<file path="src/rtl/ldsc_dly.sv">
`default_nettype none
module ldsc_dly
   #(parameter int W = 64,
     parameter int N = 4)
   (input  logic         clock,
    input  logic         en,
    input  logic [W-1:0] d_in,
    output logic [W-1:0] d_out);

   logic [W-1:0] tap_ff [N];

   always_ff @(posedge clock) begin
      if (en) begin
         tap_ff[0] <= d_in;
         for (int i = 1; i < N; i++) begin
            tap_ff[i] <= tap_ff[i-1];
         end
      end
   end

   assign d_out = tap_ff[N-1];

endmodule
`default_nettype wire

</file>
<file path="config.mk">
export PLATFORM = sky130hd
export DESIGN_NAME = ldsc_dly
export DESIGN_NICKNAME = d
export VERILOG_FILES = /design/src/rtl/ldsc_dly.sv
export SDC_FILE = /design/constraint.sdc
export NUM_CORES = 1
export LEC_CHECK = 0
export BUFFER_PORTS_ARGS = -buffer_cell sky130_fd_sc_hd__buf_4
export CAP_MARGIN = 20
export CORE_MARGIN = 3
export CORE_UTILIZATION = 49
export DETAILED_ROUTE_END_ITERATION = 12
export MAX_ROUTING_LAYER = met4
export PLACE_DENSITY_LB_ADDON = 0.15
export SYNTH_ARGS = -nofsm -noshare
export SYNTH_HDL_FRONTEND = slang
export SYNTH_SLANG_ARGS = --single-unit
</file>
<file path="constraint.sdc">
create_clock -name clock -period 0.8 [get_ports clock]
set_input_delay 0.08 -clock clock [delete_from_list [all_inputs] [get_ports clock]]
set_output_delay 0.08 -clock clock [all_outputs]
set_load 0.02 [all_outputs]
</file>
# Yosys cells after proc, flatten, opt, wreduce, memory -nomap -nowiden
# Memories as Yosys holds them, arrays and structs flattened.
# Cells that the tools add are included.
# totals
regBits	0
latch_bits	0
ramBits	256
romBits	0
input_bits	66
output_inout_bits	64
elab_cells	3
mem_count	1
# mem_list
memory	words	word_bits	rd	rd_ports_with_merged_regs	wr	line_no	source
tap_ff	4	64	4	0	4	10	logic [W-1:0] tap_ff [N];
# classes
n_addsub	0
mul	0
n_div	0
order_cmp	0
eq_ne	0
shifts	0
mux	2
bitwise_logic	0
n_reduce_logical	0
# op_table
cell	n
1-bit 2-to-1 mux	2

# Longest topological paths before layout
# Gate-level depths: netlist of the first run.
# logic_depth
ltp_word	2
ltp_mapped	0

# Worst setup path after synthesis of the first run
# OpenSTA, ideal clock, no wires.
# synth_timing
path_kind	register -> register
start	memory tap_ff[0][0]
end	memory tap_ff[1][0], data pin
t_arrival_ps	323
slack_ps	211
stages_incl_launch_ff	1
cell_sequence	edfxtp_1
# synth_rtl
item	line_no
start: declaration	10

==> flow_results.org, run 1 <==
** Worst setup path
- Buffers and inverters on the worst path :: 1
- The setup path with the least slack is of type register to primary output.
- The worst setup path is captured at a primary output.
- In this design, the stage delay of the slowest critical-path cell is 0.42 ns.
- STA classifies the critical path startpoint as a register.
- Crit path cell chain :: buf_6
- At the worst endpoint, the arrival time is 1.08 ns.
- Top fanout value on the critical path :: 1
- Crit-path slowest cell :: edfxtp_1
- WP data required :: 0.72 ns
- The kind of cell with the highest combined delay along the critical path is flip-flops.

** STA
- Hold Violations, Final :: 0
- The worst path in the final design needs a cycle of 1.16 ns, including I/O delays and setup.
- Setup violations remaining at the end of the flow were counted as 64.
- The final critical path takes up 145% of the cycle.
- Measured against its own limit, the worst slew margin works out to 86.4%.
- For this run, the top clock speed supported by timing is 0.863 GHz.
- Unrepaired setup endpoints after global routing :: yes
- Worst Setup Slack, final :: -0.359 ns
- Final Max Slew Viols :: 0
- At the pin with the least slew margin, the transition time is 0.205 ns.
- Adding up every negative setup slack in the final design gives -19.73 ns.
- Worst setup skew after layout :: 0.0128 ns

** Placed design
- Before CTS, the worst setup slack after placement is -0.0510 ns.
- In this run the tool buffered the top-level ports with 129 buffer cells.
- Once placement finished, the instance area stood at 0.00907 mm2.
- HPWL after detailed placement :: 6140 um
- RePlAce Congestion :: 0.712

** Global route
- In the global route stage, overall resource usage came out at 13.2%.
- Antenna violations before repair :: 0
- Via count of the first global-routing pass :: 3,260
- The first global-routing pass estimated 17,400 um of wire.
- Overall overflow remaining after global route :: 0
- Entering global routing, the biggest net connects 41 pins.

** Die
- Number of rows created at floorplan :: 45
- Area inside the core boundary :: 0.0153 mm2
- Height of the chip :: 131 um
- Once the floorplan was initialized, standard cells occupied 50.4% of the core.
- Die width :: 131 um
- Top-Level Pins :: 130
- The floorplan step defined a die boundary enclosing 0.0172 mm2.

** Flow run
- Number of maximum-capacitance constraint violations :: 0

** Power
- In this run the power density over the cells is 2660 mW/mm2.
- Post-layout total power :: 0.0286 W
- Leakage component of the power :: 3.94 nW
- Peak supply drop :: 2550 uV

** Routing
- After detailed routing, the number of remaining DRC violations is 0.
- Average detailed-routed wire length per instance :: 15.4 um
- Final antenna-violating net count :: 0
- Dividing the detail-routed via count by the number of cells gives 4.43.
- The first routing iteration left 234 violations.
- The first detailed-routing pass ran for 4 iterations.
- For this block, the via count after detailed routing is 3,186.
- Total wirelength of the detailed-routed design :: 11,000 um

** Clock network
- The number of setup buffers added after CTS is 0.
- TritonCTS clock tree :: yes
- Clock-pin slew on the worst setup and hold paths :: 0.06 ns
- Root buffer cell :: clkbuf_16
- Clock sink count :: 256
- Buffers from clock root to sink, at most :: 3
- TritonCTS created 25 clock buffers.
- Depth of the CTS H-tree :: 1
- Insertion delay of the later-clocked pin in the worst-skew pair :: 0.50 ns

** Synth
- Unique cell type count in the Yosys netlist :: 1
- The cell area that synthesis handed to floorplanning was 0.00769 mm2.
- Synthesis produced a netlist with a net count of 322.
- Number of synthesized register bits :: 256
- Fraction of the yosys area taken by sequential cells :: 100%
- Ys Warns :: 0
- Averaged over all synthesized cells, the footprint is 30.0 um2.
- The cell count after synthesis came out at 256.

** Final layout
- Post-layout nets :: 555
- The register with the most flip-flops in the final layout is tap_ff.
- Commonest cells after routing, fill and taps aside :: edfxtp_1, buf_4, dlygate4sd3_1, buf_6, clkbuf_16
- The layout contains a multi-input combinational cell count of 0.
- Of the cells placed in the final design, the portion with a size suffix greater than 1 is 34.8%.
- The repair_antennas step left the layout with diodes totalling 0.
- Final design area excluding fillers :: 0.0108 mm2
- Largest registers in the final layout :: tap_ff (256)
- The area growth from synthesis to layout is 39.9%.
- The multi-input combinational cells in the finished layout cover a total of 0 um2.
- Final core utilization :: 70.5%
- Leaving out fill and tap cells, the most frequent cell in the layout is edfxtp_1.
- The register with the most flip-flops in the layout has 256 of them.

** Outcome
- The flow ran to the end, but the final reports show violations.
- The checks that failed: setup timing.

** Min path
- In this run the worst hold path is classified as primary input to register.
power breakdown:
part	switching (W)	total, W	internal (W)
Combinational	0.000668	0.00146	0.000796
Sequential	0.000260	0.0161	0.0158
Clock	0.00441	0.0111	0.00670
what timing repair did:
action,in CTS,in global routing
hold buffers,64,0
resized for setup,61,3
hold endpoints to repair,64,0
setup endpoints to repair,64,64
worst paths after layout:
kind	from	to	slack, ns	cells after the start
worst max register to register	tap_ff[2][9]	tap_ff[3][9]	0.14	0
worst min register to register	tap_ff[1][22]	tap_ff[2][22]	0.41	0
worst max-delay path	tap_ff[3][59]	d_out[59]	-0.36	1
worst min-delay path	en	tap_ff[0][0]	0.05	2
layer usage:
metal | wire length (um) | GRT usage (%)
met4 | 217 | 3.73
met3 | 600 | 2.99
met1 | 4660 | 17.6
met5 | 0 | -
met2 | 5560 | 20.9
final cells by class:
type | count | area (um2)
sequential | 256 | 7690
fill | 919 | 4500
timing repair buffer | 206 | 2000
clock buffer | 29 | 641
tap | 211 | 264
clock inverter | 17 | 160
stage by stage:
stage	std cells	hold WS [ns]
finish	719	0.0453
detailed placement	609	0.259
global route	719	0.0443
global placement	609	0.258
CTS	719	0.0335
floorplan	256	0.179
cells in the mapped netlist:
cell      count  area [um2]
edfxtp_1    256        7690
cells by family (layout without fill, tap and decap cells):
| kind of cell | count (synthesis) | count (layout) | share of synthesized area [%] |
|---|---|---|---|
| flops | 256 | 256 | 100 |
| buf+inv | 0 | 252 | 0 |
(Power assumes the default switching activity.)
==> run 2: changes to the inputs <==
--- a/config.mk
+++ b/config.mk
@@ -7,6 +7,7 @@
 export LEC_CHECK = 0
 export BUFFER_PORTS_ARGS = -buffer_cell sky130_fd_sc_hd__buf_4
 export CAP_MARGIN = 20
+export CORE_ASPECT_RATIO = 0.5
 export CORE_MARGIN = 3
 export CORE_UTILIZATION = 49
 export DETAILED_ROUTE_END_ITERATION = 12
==> run 2 against run 1 <==
Net effect: the run still ends with setup timing left; non-clock buffer count shrank 1; highest routed layer unchanged; power shrank 4.5%; worst setup slack gained 0.0056 ns; global-route usage grew 0.33 points; sequential share of layout area grew 1.1 points; maximum frequency grew 0.49%; utilization grew 0.62 points; first-iteration DRC count shrank 3.0%.
==> flow_results.org, run 2 (synthesis results as in run 1) <==
** Power
- In this run, flip-flops and latches consume 58.8% of the power.
- Clock power frac :: 36.0%
- Cell internal pwr :: 0.0222 W
- Summed over all nets, the switching power comes to 0.00521 W.
- Of the total power, combinational logic draws 5.2%.
- Summed over all cells, the static leakage comes to 3.87 nW.
- Total power for the finished layout comes to 0.0274 W.
- The worst-case IR drop observed on VDD is 1450 uV.
- Dividing total power by cell area gives a power density of 2580 mW/mm2.
- Sw Share :: 19.0%

** Min path
- The worst hold path begins at en.
- Cell count of the worst hold path :: 2
- In this run the worst hold path is classified as primary input to register.

** Routing
- Dividing the detail-routed wire length by the instance count gives 16.0 um.
- Total wirelength of the detailed-routed design :: 11,200 um
- The routed layout has 3,126 vias.
- After detailed routing, the number of vias per cell comes to 4.48.
- The first TritonRoute pass finished after 4 iterations.
- Detailed-route DRC error count :: 0
- The detailed router finished its first iteration with 227 violations.
- The count of nets left with antenna violations once routing finished came out at 0.

** STA
- Between clock sinks in the finished design, the worst skew comes to 0.00751 ns.
- Highest Clock Rate :: 0.867 GHz
- Fin crit period :: 1.15 ns
- Setup violations remaining at the end of the flow were counted as 64.
- Final-layout worst hold slack :: 0.0629 ns
- Worst Setup Slack, final :: -0.353 ns
- Final Max Slew Viols :: 0
- Slew headroom :: 82.8%
- Unrepaired setup endpoints after global routing :: yes
- Hold Violations, Final :: 0
- Tightest Pin Transition :: 0.257 ns
- After layout, the worst path uses 144% of the clock period.

** Clock network
- TritonCTS built the clock tree.
- The tree is rooted in a clkbuf_16.
- Buffers from clock root to sink, at most :: 3
- CTS built an H-tree with a depth of 1.
- Clock sink count :: 256
- Buffers added to address setup during post-CTS repair amount to 0.
- CTS buffer count :: 22
- Clock-pin slew on the worst setup and hold paths :: 0.07 ns
- At the later pin of the worst-skew pair, clock insertion delay measures 0.48 ns.

** Final layout
- Cells fill 71.1% of the core in the end.
- The final layout contains 551 nets.
- Sequential cell area :: 0.00769 mm2
- Total area of multi-input combinational cells :: 0 um2
- Largest registers in the final layout :: tap_ff (256)
- Count of multi-input gates :: 0
- In the final layout, the share of cells above drive strength 1 is 34.0%.
- In the layout the commonest cells are edfxtp_1, buf_4, dlygate4sd3_1, buf_6, clkbuf_16.
- Leaving out fill and tap cells, the most frequent cell in the layout is edfxtp_1.
- Top register by number of flip-flops :: tap_ff
- Number of antenna cells inserted :: 0
- The register with the most flip-flops in the layout has 256 of them.
- Area delta synth->final :: 37.8%
- Layout filler cell count :: 889
- Final design area excluding fillers :: 0.0106 mm2

** Global route
- Via count of the first global-routing pass :: 3,395
- Global routing used 13.5% of the available tracks.
- Antenna violations before repair :: 0
- Wire length of the first global-routing pass :: 17,300 um
- Maximum number of pins on one net before global-route repair :: 53
- Overall overflow remaining after global route :: 0

** Placed design
- Prior to clock tree synthesis, the placed netlist has a worst setup slack of -0.0841 ns.
- Instance area at placement :: 0.00904 mm2
- Detailed placement finished with a half-perimeter wire length of 6550 um.
- At the end of routability-driven placement, the weighted congestion stood at 0.714.
- The count of buffers added on input and output ports is 129.

** Die
- The initial utilization of the core area, before any placement, comes to 51.6%.
- Die width :: 183 um
- Number of rows created at floorplan :: 31
- Top-Level Pins :: 130
- Height of the chip :: 94.6 um
- The region available for standard cell placement spans 0.0149 mm2.
- Die area :: 0.0173 mm2

** Worst setup path
- Top fanout value on the critical path :: 1
- Data arrival time of the critical path :: 1.07 ns
- The signal on the critical path passes through buf_6.
- The largest individual stage delay along the critical path comes from the cell edfxtp_1.
- In this design, the stage delay of the slowest critical-path cell is 0.43 ns.
- WP data required :: 0.72 ns
- Counting both buffers and inverters, the worst setup path holds a total of 1.
- Kind of end point of the critical path :: primary output
- The worst setup path is of the register to primary output kind.
- In this run the number of cells on the critical path is 1.
- Startpoint of the most critical setup path :: tap_ff[3][15]
- Crit start category :: register
- Family with the most delay on the worst path :: flip-flops
- Counting cells, the worst reg-to-reg path comes to 0.
- The startpoint identified for the worst register-to-register timing path is tap_ff[0][54].

** Outcome
- Violations in the final reports :: setup timing
- The run finished, with violations left.

** Flow run
- Max-cap violations in this run came to 0.
[run 2: cell count changes in the layout (fill, tap and decap cells not counted)]
cell	previous run	this run
clkinv_2	4	3
bufinv_16	3	1
clkinv_1	7	6
buf_12	4	3
inv_6	1	0
clkbuf_16	25	23
[run 2: power by group through the flow]
stage	logic (W)	registers, W	clock network [W]
6_report	0.00144	0.0161	0.00985
5_1_grt	0.00153	0.0162	0.0108
4_1_cts	0.00145	0.0161	0.0101
3_5_place_dp	0.00109	0.0163	0
3_3_place_gp	0.00106	0.0163	0
2_1_floorplan	0	0.0165	0
[run 2: cell type report]
cell class | count | area share [%]
clock buffer | 27 | 5.58
clock inverter | 12 | 0.780
sequential | 256 | 72.6
tap | 198 | 2.34
timing repair buffer | 205 | 18.7
[run 2: final timing paths]
path                   end  slack [ns]
max              d_out[15]       -0.35
min          tap_ff[2][48]        0.06
max reg2reg  tap_ff[1][54]        0.14
min reg2reg  tap_ff[1][20]        0.41
[run 2: through the flow]
stage / TNS, ns / cells
6_report: -19.08 / 698
3_3_place_gp: -5.57 / 595
5_1_grt: -21.97 / 698
3_5_place_dp: -9.96 / 595
2_1_floorplan: 0 / 256
4_1_cts: -20.77 / 698
[run 2: routing by layer]
metal	part of all wire, %	GRT usage, %
met3	4.9	3.66
met4	1.3	3.10
met2	53	23.4
met5	0	-
met1	40	16.3
[run 2: repair_timing]
item                                   CTS  global route
setup endpoints to repair               64            64
endpoints found under the hold margin   64             0
resized for setup                       63             1
hold buffers                            64             0
==> run 3: changes to the inputs <==
--- a/config.mk
+++ b/config.mk
@@ -10,9 +10,10 @@
 export CORE_ASPECT_RATIO = 0.5
 export CORE_MARGIN = 3
 export CORE_UTILIZATION = 49
+export CTS_CLUSTER_DIAMETER = 200
 export DETAILED_ROUTE_END_ITERATION = 12
 export MAX_ROUTING_LAYER = met4
-export PLACE_DENSITY_LB_ADDON = 0.15
+export PLACE_DENSITY = 0.74
 export SYNTH_ARGS = -nofsm -noshare
 export SYNTH_HDL_FRONTEND = slang
 export SYNTH_SLANG_ARGS = --single-unit
==> run 3 against run 2 <==
Net effect: the run still ends with setup timing left; sequential cell count is the same; final area decreased by 0.46%; clock power down 6.3%; first-iteration DRC count up 0.88%; highest routed layer unchanged; utilization fell by 0.33 points; worst setup slack better by 0.012 ns; maximum frequency grew 1.0%; die area unchanged; combinational power about the same.
==> flow_results.org, run 3 (synthesis results as in run 1) <==
** Outcome
- Outcome :: finished, violations left
- Violations in the final reports :: setup timing

** Routing
- For this run, design rule violations remaining after detail routing come to 0.
- Routed wl met3 :: 394 um
- The final layout contains routed wiring with a total length of 10,900 um.
- After detailed routing, the wire length on met1 is 4190 um.
- Once detail routing completed, the nets flagged for antenna violations numbered 0.
- The first TritonRoute pass finished after 4 iterations.
- Dividing the detail-routed wire length by the instance count gives 15.6 um.
- Top sig layer :: met4
- In the detailed route, the total length drawn on met2 is 6000 um.
- The first routing iteration left 229 violations.
- Via-to-Cell Ratio :: 4.49
- The final route contains 3,122 vias.

** Worst setup path
- Delay of the slowest cell on the worst path :: 0.43 ns
- The slowest stage of the critical path belongs to the cell edfxtp_1.
- Class of the most critical setup path :: register to primary output
- Crit path cell chain :: buf_6
- Family with the most delay on the worst path :: flip-flops
- WP data required :: 0.72 ns
- Top fanout value on the critical path :: 1
- In this run the number of cells on the critical path is 1.
- Buffers and inverters on the worst path :: 1
- STA classifies the critical path startpoint as a register.
- Kind of end point of the critical path :: primary output
- Data arrival time of the critical path :: 1.06 ns
- Measured in cells, the most critical reg-to-reg path has a length of 0.

** Global route
- Wire length of the first global-routing pass :: 16,700 um
- Via count of the first global-routing pass :: 3,150
- Overall overflow remaining after global route :: 0
- Gr usage total :: 13.1%
- Entering global routing, the biggest net connects 45 pins.
- The initial antenna violation count is 0.

** STA
- Worst setup skew after layout :: 0.0111 ns
- Slew headroom :: 85.6%
- Tightest Pin Transition :: 0.216 ns
- Final-layout worst hold slack :: 0.108 ns
- The worst path uses 143% of the clock period.
- Setup violations remaining at the end of the flow were counted as 64.
- The hold violation total from the final report was 0.
- Highest Clock Rate :: 0.876 GHz
- Worst Setup Slack, final :: -0.341 ns
- Unrepaired setup endpoints after global routing :: yes
- Final Max Slew Viols :: 0
- The routed design could run at a clock period as short as 1.14 ns.

** Clock network
- Depth of the CTS H-tree :: 1
- Buffers from clock root to sink, at most :: 3
- The clock net in this run drives a total of 256 sinks.
- For the worst-skew pair, the clock arrives at the later sink with an insertion delay of 0.48 ns.
- Counting the buffers created by CTS gives 21.
- Root buffer cell :: clkbuf_16
- Clock-pin slew on the worst setup and hold paths :: 0.07 ns
- TritonCTS built the clock tree.

** Die
- The die covers 0.0173 mm2.
- The die is 94.6 um tall.
- For this design the top-level I/O count stands at 130.
- The initial utilization of the core area, before any placement, comes to 51.6%.
- The die is 183 um wide.
- Number of rows created at floorplan :: 31
- The core region is 0.0149 mm2.

** Power
- Power comes to 0.0267 W.
- Peak supply drop :: 1540 uV
- Leakage component of the power :: 3.85 nW
- Total power density per cell area :: 2540 mW/mm2

** Final layout
- For this run, the post-layout net count is 550.
- The multi-input combinational cells in the finished layout cover a total of 0 um2.
- Commonest cells after routing, fill and taps aside :: edfxtp_1, buf_4, dlygate4sd3_1, buf_6, clkbuf_16
- Count of multi-input gates :: 0
- Most common cell after layout, fill and taps aside :: edfxtp_1
- Compared with the post-synthesis result, the final layout area differs by 37.2%.
- The number of antenna diodes in the final layout is 0.
- Fraction of final layout cells sized beyond drive strength 1 :: 33.4%
- Top register by number of flip-flops :: tap_ff
- Once layout is complete, the utilization of the core stands at 70.8%.
- Largest registers in the final layout :: tap_ff (256)
- Non-filler instance count after layout :: 695
- Flip-flop count of the largest register, all copies and words added :: 256

** Placed design
- At the end of routability-driven placement, the weighted congestion stood at 0.689.
- Number of placed instances with taps included :: 595
- Count of buffers inserted at the top-level ports :: 129
- HPWL after detailed placement :: 6290 um
- Setup WS pre-CTS :: -0.0583 ns

** Flow run
- Across the run, the number of max-cap violations was 0.

** Min path
- Counting instances, the worst hold path has a depth of 2.
- Class of the tightest hold or removal check :: primary input to register
-- run 3: cell types whose count changed in the layout (fill, tap and decap cells not counted), sizes merged --
cell	change
clkinv	+2
clkinvlp	-2
clkbuf	-3
-- run 3: final cells by class --
type | instances | area [um2]
clock buffers | 24 | 537
clock inverters | 12 | 75.1
fillers | 879 | 4350
flip-flops and latches | 256 | 7690
well taps | 198 | 248
repair buffers | 205 | 2000
-- run 3: repair_timing --
action | in CTS | in global routing
cloned | 0 | 0
buffers inserted | 0 | 0
pin swaps | 0 | 0
endpoints found under the hold margin | 64 | 0
hold buffers | 64 | 0
resized for setup | 64 | 0
setup endpoints to repair | 64 | 64
-- run 3: final timing paths --
kind,from,to,slack (ns)
max reg2reg,tap_ff[0][51],tap_ff[1][51],0.13
max,tap_ff[3][39],d_out[39],-0.34
min,en,tap_ff[0][50],0.11
min reg2reg,tap_ff[2][54],tap_ff[3][54],0.41
-- run 3: power breakdown --
group | internal, W | switching [W]
Combinational | 0.000793 | 0.000660
Sequential | 0.0158 | 0.000260
Clock | 0.00511 | 0.00412
Total | 0.0217 | 0.00504
-- run 3: per-layer routing --
layer	vias up	track usage, %
met2	81	23.7
met5	-	-
li1	1502	-
met4	0	4.05
met3	28	2.73
met1	1511	14.9
-- run 3: stage by stage --
stage | setup TNS [ns] | instance area [um2]
after floorplan | 0 | 7690
after global routing | -21.20 | 10500
final | -18.37 | 10500
after detailed placement | -6.83 | 9050
after CTS | -20.04 | 10500
after global placement | -5.69 | 9050
